===== config.mk =====
export PLATFORM = sky130hd
export DESIGN_NAME = mat4_multiply_add_scale_unit
export DESIGN_NICKNAME = d
export VERILOG_FILES = /design/src/hdl/mas_pkg.sv /design/src/hdl/mas_ram.sv /design/src/hdl/mas_ctrl.sv /design/src/hdl/mas_dpath.sv /design/src/hdl/mat4_multiply_add_scale_unit.sv
export SDC_FILE = /design/constraint.sdc
export NUM_CORES = 2
export LEC_CHECK = 0
export ABC_AREA = 1
export BUFFER_PORTS_ARGS = -buffer_cell sky130_fd_sc_hd__buf_4
export CAP_MARGIN = 20
export CELL_PAD_IN_SITES_DETAIL_PLACEMENT = 1
export CELL_PAD_IN_SITES_GLOBAL_PLACEMENT = 1
export CORE_AREA = 4 4 495 497
export CTS_BUF_LIST = sky130_fd_sc_hd__clkbuf_4 sky130_fd_sc_hd__clkbuf_8
export CTS_CLUSTER_SIZE = 24
export DETAILED_ROUTE_END_ITERATION = 10
export DIE_AREA = 0 0 499 501
export GPL_ROUTABILITY_DRIVEN = 0
export GPL_TIMING_DRIVEN = 0
export PLACE_DENSITY_LB_ADDON = 0.05
export SYNTH_ARGS = -nofsm -noshare
export SYNTH_HDL_FRONTEND = slang
export SYNTH_SLANG_ARGS = --single-unit

===== constraint.sdc =====
create_clock -name clk -period 15.39 [get_ports clk]
set_input_delay 1.539 -clock clk [delete_from_list [all_inputs] [get_ports clk]]
set_output_delay 1.539 -clock clk [all_outputs]
set_load 0.02 [all_outputs]

===== src/hdl/mas_pkg.sv =====
`default_nettype none
// ----------------------------------------------------------------------------
// mas_pkg
// Shared constants, codes and control structs of the 4x4 matrix unit.
// ----------------------------------------------------------------------------
package mas_pkg;

  localparam int DIM       = 4;
  localparam int NELEM     = DIM * DIM;
  localparam int DIM_W     = $clog2(DIM);
  localparam int ADDR_W    = $clog2(NELEM);
  localparam int CMD_W     = 3;
  localparam int WORD_W    = 32;
  localparam int FRAC_BITS = 16;
  localparam int PROD_W    = 2 * WORD_W;
  // four truncated products of PROD_W-FRAC_BITS bits summed exactly
  localparam int ACC_W     = PROD_W - FRAC_BITS + DIM_W;

  typedef enum logic [CMD_W-1:0] {
    CMD_LOAD_A = 3'd0,
    CMD_LOAD_B = 3'd1,
    CMD_MUL    = 3'd2,
    CMD_ADD    = 3'd3,
    CMD_SCALE  = 3'd4
  } cmd_t;

  typedef enum logic {
    ST_IDLE,
    ST_RUN
  } state_t;

  // controller to datapath
  typedef struct packed {
    logic              issue;
    cmd_t              op;
    logic [ADDR_W-1:0] addr_a;
    logic [ADDR_W-1:0] addr_b;
    logic [ADDR_W-1:0] idx;
    logic              first;
    logic              emit;
    logic              last;
    logic              wr_a;
    logic              wr_b;
    logic [ADDR_W-1:0] wr_addr;
    logic              ld_scalar;
  } dp_cmd_t;

  // datapath to controller
  typedef struct packed {
    logic adv;
  } dp_sts_t;

  // control that travels along the datapath stages
  typedef struct packed {
    logic              valid;
    cmd_t              op;
    logic [ADDR_W-1:0] idx;
    logic              first;
    logic              emit;
    logic              last;
  } pipe_ctl_t;

endpackage
`default_nettype wire


===== src/hdl/mas_ram.sv =====
`default_nettype none
// ----------------------------------------------------------------------------
// mas_ram
// Generic single-write, single-read RAM with registered read data.
// ----------------------------------------------------------------------------
module mas_ram #(
  parameter int WIDTH = 32,
  parameter int DEPTH = 16
) (
  input  wire logic                     clk,
  input  wire logic                     we,
  input  wire logic [$clog2(DEPTH)-1:0] waddr,
  input  wire logic [WIDTH-1:0]         wdata,
  input  wire logic                     re,
  input  wire logic [$clog2(DEPTH)-1:0] raddr,
  output      logic [WIDTH-1:0]         rdata
);

  logic [WIDTH-1:0] mem [DEPTH];

  always_ff @(posedge clk) begin
    if (we) begin
      mem[waddr] <= wdata;
    end
    if (re) begin
      rdata <= mem[raddr];
    end
  end

endmodule
`default_nettype wire


===== src/hdl/mas_ctrl.sv =====
`default_nettype none
// ----------------------------------------------------------------------------
// mas_ctrl
// Command decode and element/term sequencer of the matrix unit.
// ----------------------------------------------------------------------------
module mas_ctrl (
  input  wire logic                          clk,
  input  wire logic                          rst,
  input  wire logic                          in_valid,
  output      logic                          in_ready,
  input  wire logic [mas_pkg::CMD_W-1:0]     in_cmd,
  input  wire logic [mas_pkg::ADDR_W-1:0]    in_idx,
  output      mas_pkg::dp_cmd_t              cmd,
  input  wire mas_pkg::dp_sts_t              sts
);

  mas_pkg::state_t              state, state_next;
  mas_pkg::cmd_t                op, op_next;
  logic [mas_pkg::ADDR_W-1:0]   elem, elem_next;
  logic [mas_pkg::DIM_W-1:0]    k, k_next;
  logic                         mul;

  always_ff @(posedge clk) begin
    if (rst) begin
      state <= mas_pkg::ST_IDLE;
    end else begin
      state <= state_next;
    end
    op   <= op_next;
    elem <= elem_next;
    k    <= k_next;
  end

  always_comb begin
    state_next  = state;
    op_next     = op;
    elem_next   = elem;
    k_next      = k;
    cmd         = '0;
    cmd.op      = op;
    cmd.wr_addr = in_idx;
    // a new command waits until the pipeline moves, so the scalar of a
    // stalled scale element is not overwritten
    in_ready    = (state == mas_pkg::ST_IDLE) && sts.adv;
    mul         = (op == mas_pkg::CMD_MUL);
    unique case (state)
      mas_pkg::ST_IDLE: begin
        if (in_valid && sts.adv) begin
          unique case (in_cmd)
            mas_pkg::CMD_LOAD_A: cmd.wr_a = 1'b1;
            mas_pkg::CMD_LOAD_B: cmd.wr_b = 1'b1;
            mas_pkg::CMD_MUL, mas_pkg::CMD_ADD, mas_pkg::CMD_SCALE: begin
              op_next       = mas_pkg::cmd_t'(in_cmd);
              state_next    = mas_pkg::ST_RUN;
              elem_next     = '0;
              k_next        = '0;
              cmd.ld_scalar = 1'b1;
            end
            default: ;
          endcase
        end
      end
      mas_pkg::ST_RUN: begin
        if (sts.adv) begin
          cmd.issue  = 1'b1;
          // product reads row r of A and column c of B, one term per cycle while the pipeline advances
          cmd.addr_a = mul ? {k, elem[mas_pkg::DIM_W-1:0]} : elem;
          cmd.addr_b = mul ? {elem[mas_pkg::ADDR_W-1:mas_pkg::DIM_W], k} : elem;
          cmd.idx    = elem;
          cmd.first  = !mul || (k == '0);
          cmd.emit   = !mul || (k == mas_pkg::DIM_W'(mas_pkg::DIM - 1));
          cmd.last   = cmd.emit && (elem == mas_pkg::ADDR_W'(mas_pkg::NELEM - 1));
          if (cmd.emit) begin
            elem_next = elem + 1'b1;
            k_next    = '0;
            if (cmd.last) begin
              state_next = mas_pkg::ST_IDLE;
            end
          end else begin
            k_next = k + 1'b1;
          end
        end
      end
      default: ;
    endcase
  end

endmodule
`default_nettype wire


===== src/hdl/mas_dpath.sv =====
`default_nettype none
// ----------------------------------------------------------------------------
// mas_dpath
// Matrix stores, multiplier, accumulator and saturating output register.
// ----------------------------------------------------------------------------
module mas_dpath (
  input  wire logic                          clk,
  input  wire logic                          rst,
  input  wire mas_pkg::dp_cmd_t              cmd,
  output      mas_pkg::dp_sts_t              sts,
  input  wire logic [mas_pkg::WORD_W-1:0]    in_value,
  output      logic                          out_valid,
  input  wire logic                          out_ready,
  output      logic [mas_pkg::ADDR_W-1:0]    out_idx,
  output      logic [mas_pkg::WORD_W-1:0]    out_value,
  output      logic                          out_ovf,
  output      logic                          out_last
);

  localparam int TERM_W = mas_pkg::PROD_W - mas_pkg::FRAC_BITS;
  localparam int HEAD_W = mas_pkg::ACC_W - mas_pkg::WORD_W + 1;

  logic                              adv;
  logic [mas_pkg::WORD_W-1:0]        rd_a, rd_b, scalar;
  logic signed [mas_pkg::WORD_W-1:0] op_a, op_b;
  logic signed [mas_pkg::PROD_W-1:0] prod, prod_mul;
  logic signed [mas_pkg::WORD_W:0]   sum_ab;
  logic signed [mas_pkg::ACC_W-1:0]  acc, term;
  logic [HEAD_W-1:0]                 head;
  logic                              sat;
  mas_pkg::pipe_ctl_t                s1, s2, s3;

  // whole pipeline moves only when the output register can take a value
  assign adv     = !out_valid || out_ready;
  assign sts.adv = adv;

  mas_ram #(.WIDTH(mas_pkg::WORD_W), .DEPTH(mas_pkg::NELEM)) u_ram_a (
    .clk   (clk),
    .we    (cmd.wr_a),
    .waddr (cmd.wr_addr),
    .wdata (in_value),
    .re    (adv),
    .raddr (cmd.addr_a),
    .rdata (rd_a)
  );

  mas_ram #(.WIDTH(mas_pkg::WORD_W), .DEPTH(mas_pkg::NELEM)) u_ram_b (
    .clk   (clk),
    .we    (cmd.wr_b),
    .waddr (cmd.wr_addr),
    .wdata (in_value),
    .re    (adv),
    .raddr (cmd.addr_b),
    .rdata (rd_b)
  );

  assign op_a     = $signed(rd_a);
  assign op_b     = (s1.op == mas_pkg::CMD_SCALE) ? $signed(scalar) : $signed(rd_b);
  assign prod_mul = op_a * op_b;
  assign sum_ab   = $signed({rd_a[mas_pkg::WORD_W-1], rd_a})
                  + $signed({rd_b[mas_pkg::WORD_W-1], rd_b});

  // truncate products toward minus infinity, sums pass as they are
  assign term = (s2.op == mas_pkg::CMD_ADD) ? prod[mas_pkg::ACC_W-1:0] :
    {{(mas_pkg::ACC_W - TERM_W){prod[mas_pkg::PROD_W-1]}},
     prod[mas_pkg::PROD_W-1:mas_pkg::FRAC_BITS]};

  assign head = acc[mas_pkg::ACC_W-1:mas_pkg::WORD_W-1];
  assign sat  = !((&head) || !(|head));

  always_ff @(posedge clk) begin
    if (rst) begin
      s1.valid  <= 1'b0;
      s2.valid  <= 1'b0;
      s3.valid  <= 1'b0;
      out_valid <= 1'b0;
    end else if (adv) begin
      s1.valid  <= cmd.issue;
      s2.valid  <= s1.valid;
      s3.valid  <= s2.valid;
      out_valid <= s3.valid && s3.emit;
      s1.op    <= cmd.op;
      s1.idx   <= cmd.idx;
      s1.first <= cmd.first;
      s1.emit  <= cmd.emit;
      s1.last  <= cmd.last;
      s2.op    <= s1.op;
      s2.idx   <= s1.idx;
      s2.first <= s1.first;
      s2.emit  <= s1.emit;
      s2.last  <= s1.last;
      s3.op    <= s2.op;
      s3.idx   <= s2.idx;
      s3.first <= s2.first;
      s3.emit  <= s2.emit;
      s3.last  <= s2.last;
      if (s1.op == mas_pkg::CMD_ADD) begin
        prod <= {{(mas_pkg::PROD_W - mas_pkg::WORD_W - 1){sum_ab[mas_pkg::WORD_W]}},
                 sum_ab};
      end else begin
        prod <= prod_mul;
      end
      if (s2.valid) begin
        acc <= s2.first ? term : acc + term;
      end
      out_idx  <= s3.idx;
      out_last <= s3.last;
      out_ovf  <= sat;
      if (sat) begin
        out_value <= acc[mas_pkg::ACC_W-1] ?
          {1'b1, {(mas_pkg::WORD_W-1){1'b0}}} : {1'b0, {(mas_pkg::WORD_W-1){1'b1}}};
      end else begin
        out_value <= acc[mas_pkg::WORD_W-1:0];
      end
    end
  end

  always_ff @(posedge clk) begin
    if (cmd.ld_scalar) begin
      scalar <= in_value;
    end
  end

endmodule
`default_nettype wire


===== src/hdl/mat4_multiply_add_scale_unit.sv =====
`default_nettype none
// ----------------------------------------------------------------------------
// mat4_multiply_add_scale_unit
// 4x4 Q16.16 matrix unit: loads A and B, emits A*B, A+B or A scaled.
// ----------------------------------------------------------------------------
// usage
//   s_* carries commands: tuser = command, tdata = element_index, value.
//   loads write one element of A or B and give no result; the unused
//   command codes are taken as well and dropped.
//   multiply, add and scale stream sixteen results on m_* in column-major
//   order, tlast on the sixteenth; tuser flags a saturated element.
//   add and scale issue one element a cycle and multiply runs one
//   multiply-accumulate per cycle through a single 32x32 multiplier, four
//   per element, both only while the pipeline is not stalled.
//   each element passes the RAM read, product, accumulate and output
//   registers in turn; the next command is taken once the controller is
//   back in idle after issuing the last element, while results still drain.
//   a stall on m_tready freezes the whole pipeline and holds s_tready low
//   while a result waits; nothing is lost.
//   rst clears control only; matrix elements are undefined until loaded.
// ----------------------------------------------------------------------------
module mat4_multiply_add_scale_unit (
  input  wire logic        clk,
  input  wire logic        rst,
  input  wire logic        s_tvalid,
  output      logic        s_tready,
  input  wire logic [39:0] s_tdata,   // element_index[3:0], value[35:4], zero pad
  input  wire logic [2:0]  s_tuser,   // command[2:0]
  output      logic        m_tvalid,
  input  wire logic        m_tready,
  output      logic [39:0] m_tdata,   // result_index[3:0], result_value[35:4], zero pad
  output      logic [0:0]  m_tuser,   // overflow[0]
  output      logic        m_tlast
);

  mas_pkg::dp_cmd_t               cmd;
  mas_pkg::dp_sts_t               sts;
  logic [mas_pkg::ADDR_W-1:0]     out_idx;
  logic [mas_pkg::WORD_W-1:0]     out_value;
  logic                           out_ovf;

  mas_ctrl u_ctrl (
    .clk      (clk),
    .rst      (rst),
    .in_valid (s_tvalid),
    .in_ready (s_tready),
    .in_cmd   (s_tuser),
    .in_idx   (s_tdata[3:0]),
    .cmd      (cmd),
    .sts      (sts)
  );

  mas_dpath u_dpath (
    .clk       (clk),
    .rst       (rst),
    .cmd       (cmd),
    .sts       (sts),
    .in_value  (s_tdata[35:4]),
    .out_valid (m_tvalid),
    .out_ready (m_tready),
    .out_idx   (out_idx),
    .out_value (out_value),
    .out_ovf   (out_ovf),
    .out_last  (m_tlast)
  );

  assign m_tdata = {4'b0000, out_value, out_idx};
  assign m_tuser = out_ovf;

  a_issue_when_free: assert property (@(posedge clk) disable iff (rst)
    cmd.issue |-> sts.adv)
    else $error("element issued while pipeline stalled");

  a_no_accept_while_run: assert property (@(posedge clk) disable iff (rst)
    (s_tvalid && s_tready) |-> !cmd.issue)
    else $error("command taken while elements are still being issued");

  a_last_index: assert property (@(posedge clk) disable iff (rst)
    (m_tvalid && m_tlast) |-> (m_tdata[3:0] == 4'hf))
    else $error("last marked on an element other than the final one");

  a_sat_value: assert property (@(posedge clk) disable iff (rst)
    (m_tvalid && m_tuser[0]) |->
      (m_tdata[35:4] == 32'h7fffffff || m_tdata[35:4] == 32'h80000000))
    else $error("overflow flagged on an unclamped value");

endmodule
`default_nettype wire

==> flow_summary.toml <==
[sta]
rsz0062_at_grt = "false"
max_freq_mhz = 90.2
fin_crit_sh_pct = 72.0
worstMarginPinSlew_ns = 1.24
skew_ns = 0.133
finalSetupViolations = 0
final-hold-violation-count = 0
fin_crit_ns = 11.09
slew_headroom_pct = 17.4
slew_viol_final = 0

[clocking]
clockBufferDepth = 3
cts_setup_buffers = 0
postCtsHoldBufs = 0
clk_pin_slew_ns = 0.06
numCtsBuffers = 228
clk_latency_ns = 1.02
cts_tree = "built"
cts.sinks = 1312
ctsResizeCount = 0
clock-root-buffer = "clkbuf_8"
h-tree-depth = 4

[logic_synthesis]
syn_inst = 9798
ys_warn_count = 0
synth_cell_types = 54
postSynthAreaPerCell_um2 = 9.77
yosysMostFrequentCell = "nand2_1"
synth_common_cells = "nand2_1 (1993), inv_1 (1879), edfxtp_1 (1307), fa_1 (1084), nor2_1 (829)"
ys_ff_latch = 1312
synthTopCellsByArea = "edfxtp_1 (41%), fa_1 (23%), nand2_1 (7.8%), inv_1 (7.4%), ha_1 (3.5%)"
synth_edf_count = 1307
synth_top_cell_area_share_pct = 41.0
ys_seq_area_share_pct = 41.1
synth_top_area_cell = "edfxtp_1"
async_flop_share_pct = 0
synth_area_mm2 = 0.0957
ys.flop_type = "edfxtp_1"

[grt]
grt_overflow = 0
gr-usage-all-layers_pct = 31.3
grt_pass1_wl_um = 562000
antenna_found_initial = 23
grt_pass1_vias = 77800
grt_max_degree = 45

[finish]
fin_cells = 13600
fillers = 27200
num-nets-final = 11600
final_layout_size_suffix_gt1_share_pct = 7.58
areaGrowthSynthToFinish_pct = 11.1
multi_input_comb_area_mm2 = 0.0476
register_area_mm2 = 0.0393

[floorplanning]
core-area_mm2 = 0.240
rows = 180
pin_count = 91
die_w_um = 499
initial_core_util_pct = 39.8
dieArea_mm2 = 0.250
die_h_um = 501

[detailed_routing]
first_iter_violations = 7216
viasPerCell = 5.50
ant_nets = 0
wl_per_cell_um = 29.2
drc_errors = 0
dr.pass1.iters = 5
routed_wl_um = 395000
num_vias = 74500

[setup_path]
crit_required_ns = 16.13
cp_slowest_stage_delay_ns = 1.00
endpoint_kind = "register"
critical_path.slowest_cell = "fa_1"
worstPathArrival_ns = 11.83
crit_fanout = 10
setup.worst_path.start_class = "register"
cp_common_cell = "fa_1"
path_class = "register to register"

[place]
dpl.hpwl_um = 314000
io_buffers = 82
dp.cells = 13100

[job]
maxCapViolations = 0

[run_status]
status = "completed"

[worst_hold_path]
hold_class = "register to register"
==> layer usage <==
metal  global-route usage, %  vias to the layer above  wire (µm)
met1                    42.5                    38700     166000
li1                        -                    32200          -
met4                    12.5                       22      18200
met2                    50.5                     2953     183000
met5                       0                        -        148
met3                    4.72                      682      27800
==> flip-flops by register name, summed over array words and instances (netlist names), 32 cells and up <==
signal,count
u_dpath.u_ram_a.rdata,32
u_dpath.u_ram_b.rdata,32
u_dpath.out_value,32
u_dpath.u_ram_b.mem,512
u_dpath.acc,50
u_dpath.scalar,32
u_dpath.prod,64
u_dpath.u_ram_a.mem,512
==> placed cells by master (no fill, tap or decap), drive strengths merged, types with 15 or more instances in the layout <==
cell    netlist  final
clkbuf      259    564
nor3        164    164
nand2      1994   1994
fa         1084   1084
a21oi       197    197
nand4        47     47
ha          268    268
clkinv       15    116
nand3b       15     15
nor2        833    833
nand3       418    418
edfxtp     1307   1307
o22ai        28     28
or2          45     45
xor2         19     19
o211ai      284    284
inv        1889   1892
o221ai       98     98
o21bai       30     30
o21ai       532    532
buf         180    319
==> through the flow <==
| step | hold WS, ns | TNS [ns] | util, % | worst slack [ns] | cell area [µm²] |
|---|---|---|---|---|---|
| after CTS | 0.396 | 0 | 44.2 | 4.33 | 106000 |
| after detailed placement | 0.406 | 0 | 42.3 | 4.28 | 102000 |
| after global routing | 0.427 | 0 | 44.3 | 3.86 | 106000 |
| after floorplan | 0.400 | 0 | - | 5.25 | 95700 |
| final | 0.412 | 0 | 44.3 | 4.30 | 106000 |
| after global placement | 0.401 | -6.13 | 41.8 | -0.135 | 100000 |
==> area by class of cell <==
class	count	share of cell area, %
clock buffers	305	3.50
repair buffers	139	1.58
diodes	13	0.0306
inverters	1904	6.72
well taps	3185	3.75
plain buffers	439	1.83
clock inverters	112	0.867
multi-input cells	6146	44.7
flip-flops and latches	1312	37.0
==> worst paths after layout <==
kind | startpoint | cells past startpoint | slack (ns) | to
max | u_dpath.s1[8] | 32 | 4.30 | u_dpath.prod[54]
min reg2reg | u_dpath.s1[2] | 0 | 0.41 | u_dpath.s2[2]
min | u_dpath.s1[2] | 0 | 0.41 | u_dpath.s2[2]
max reg2reg | u_dpath.s1[8] | 32 | 4.30 | u_dpath.prod[54]
==> critical path, delay by kind of cell (launching register included) <==
family / cells / cell delay (ns)
flops: 1 / 0.44
compound gates: 1 / 0.89
buf+inv: 10 / 2.59
simple gates: 12 / 1.95
fa+ha+maj: 9 / 4.98
==> cells by family after synthesis <==
logic type      after synthesis  share of synthesized area [%]
flops                      1312                           41.1
simple gates               3543                           15.1
other cells                   1                        0.00392
fa+ha+maj                  1352                           26.2
compound gates             1205                           7.70
mux                          10                          0.118
buf+inv                    2343                           9.51
xor+xnor                     32                          0.293
Power is not shown: default switching activity piles up to over one toggle a cycle in this logic, so the estimate is an artifact.
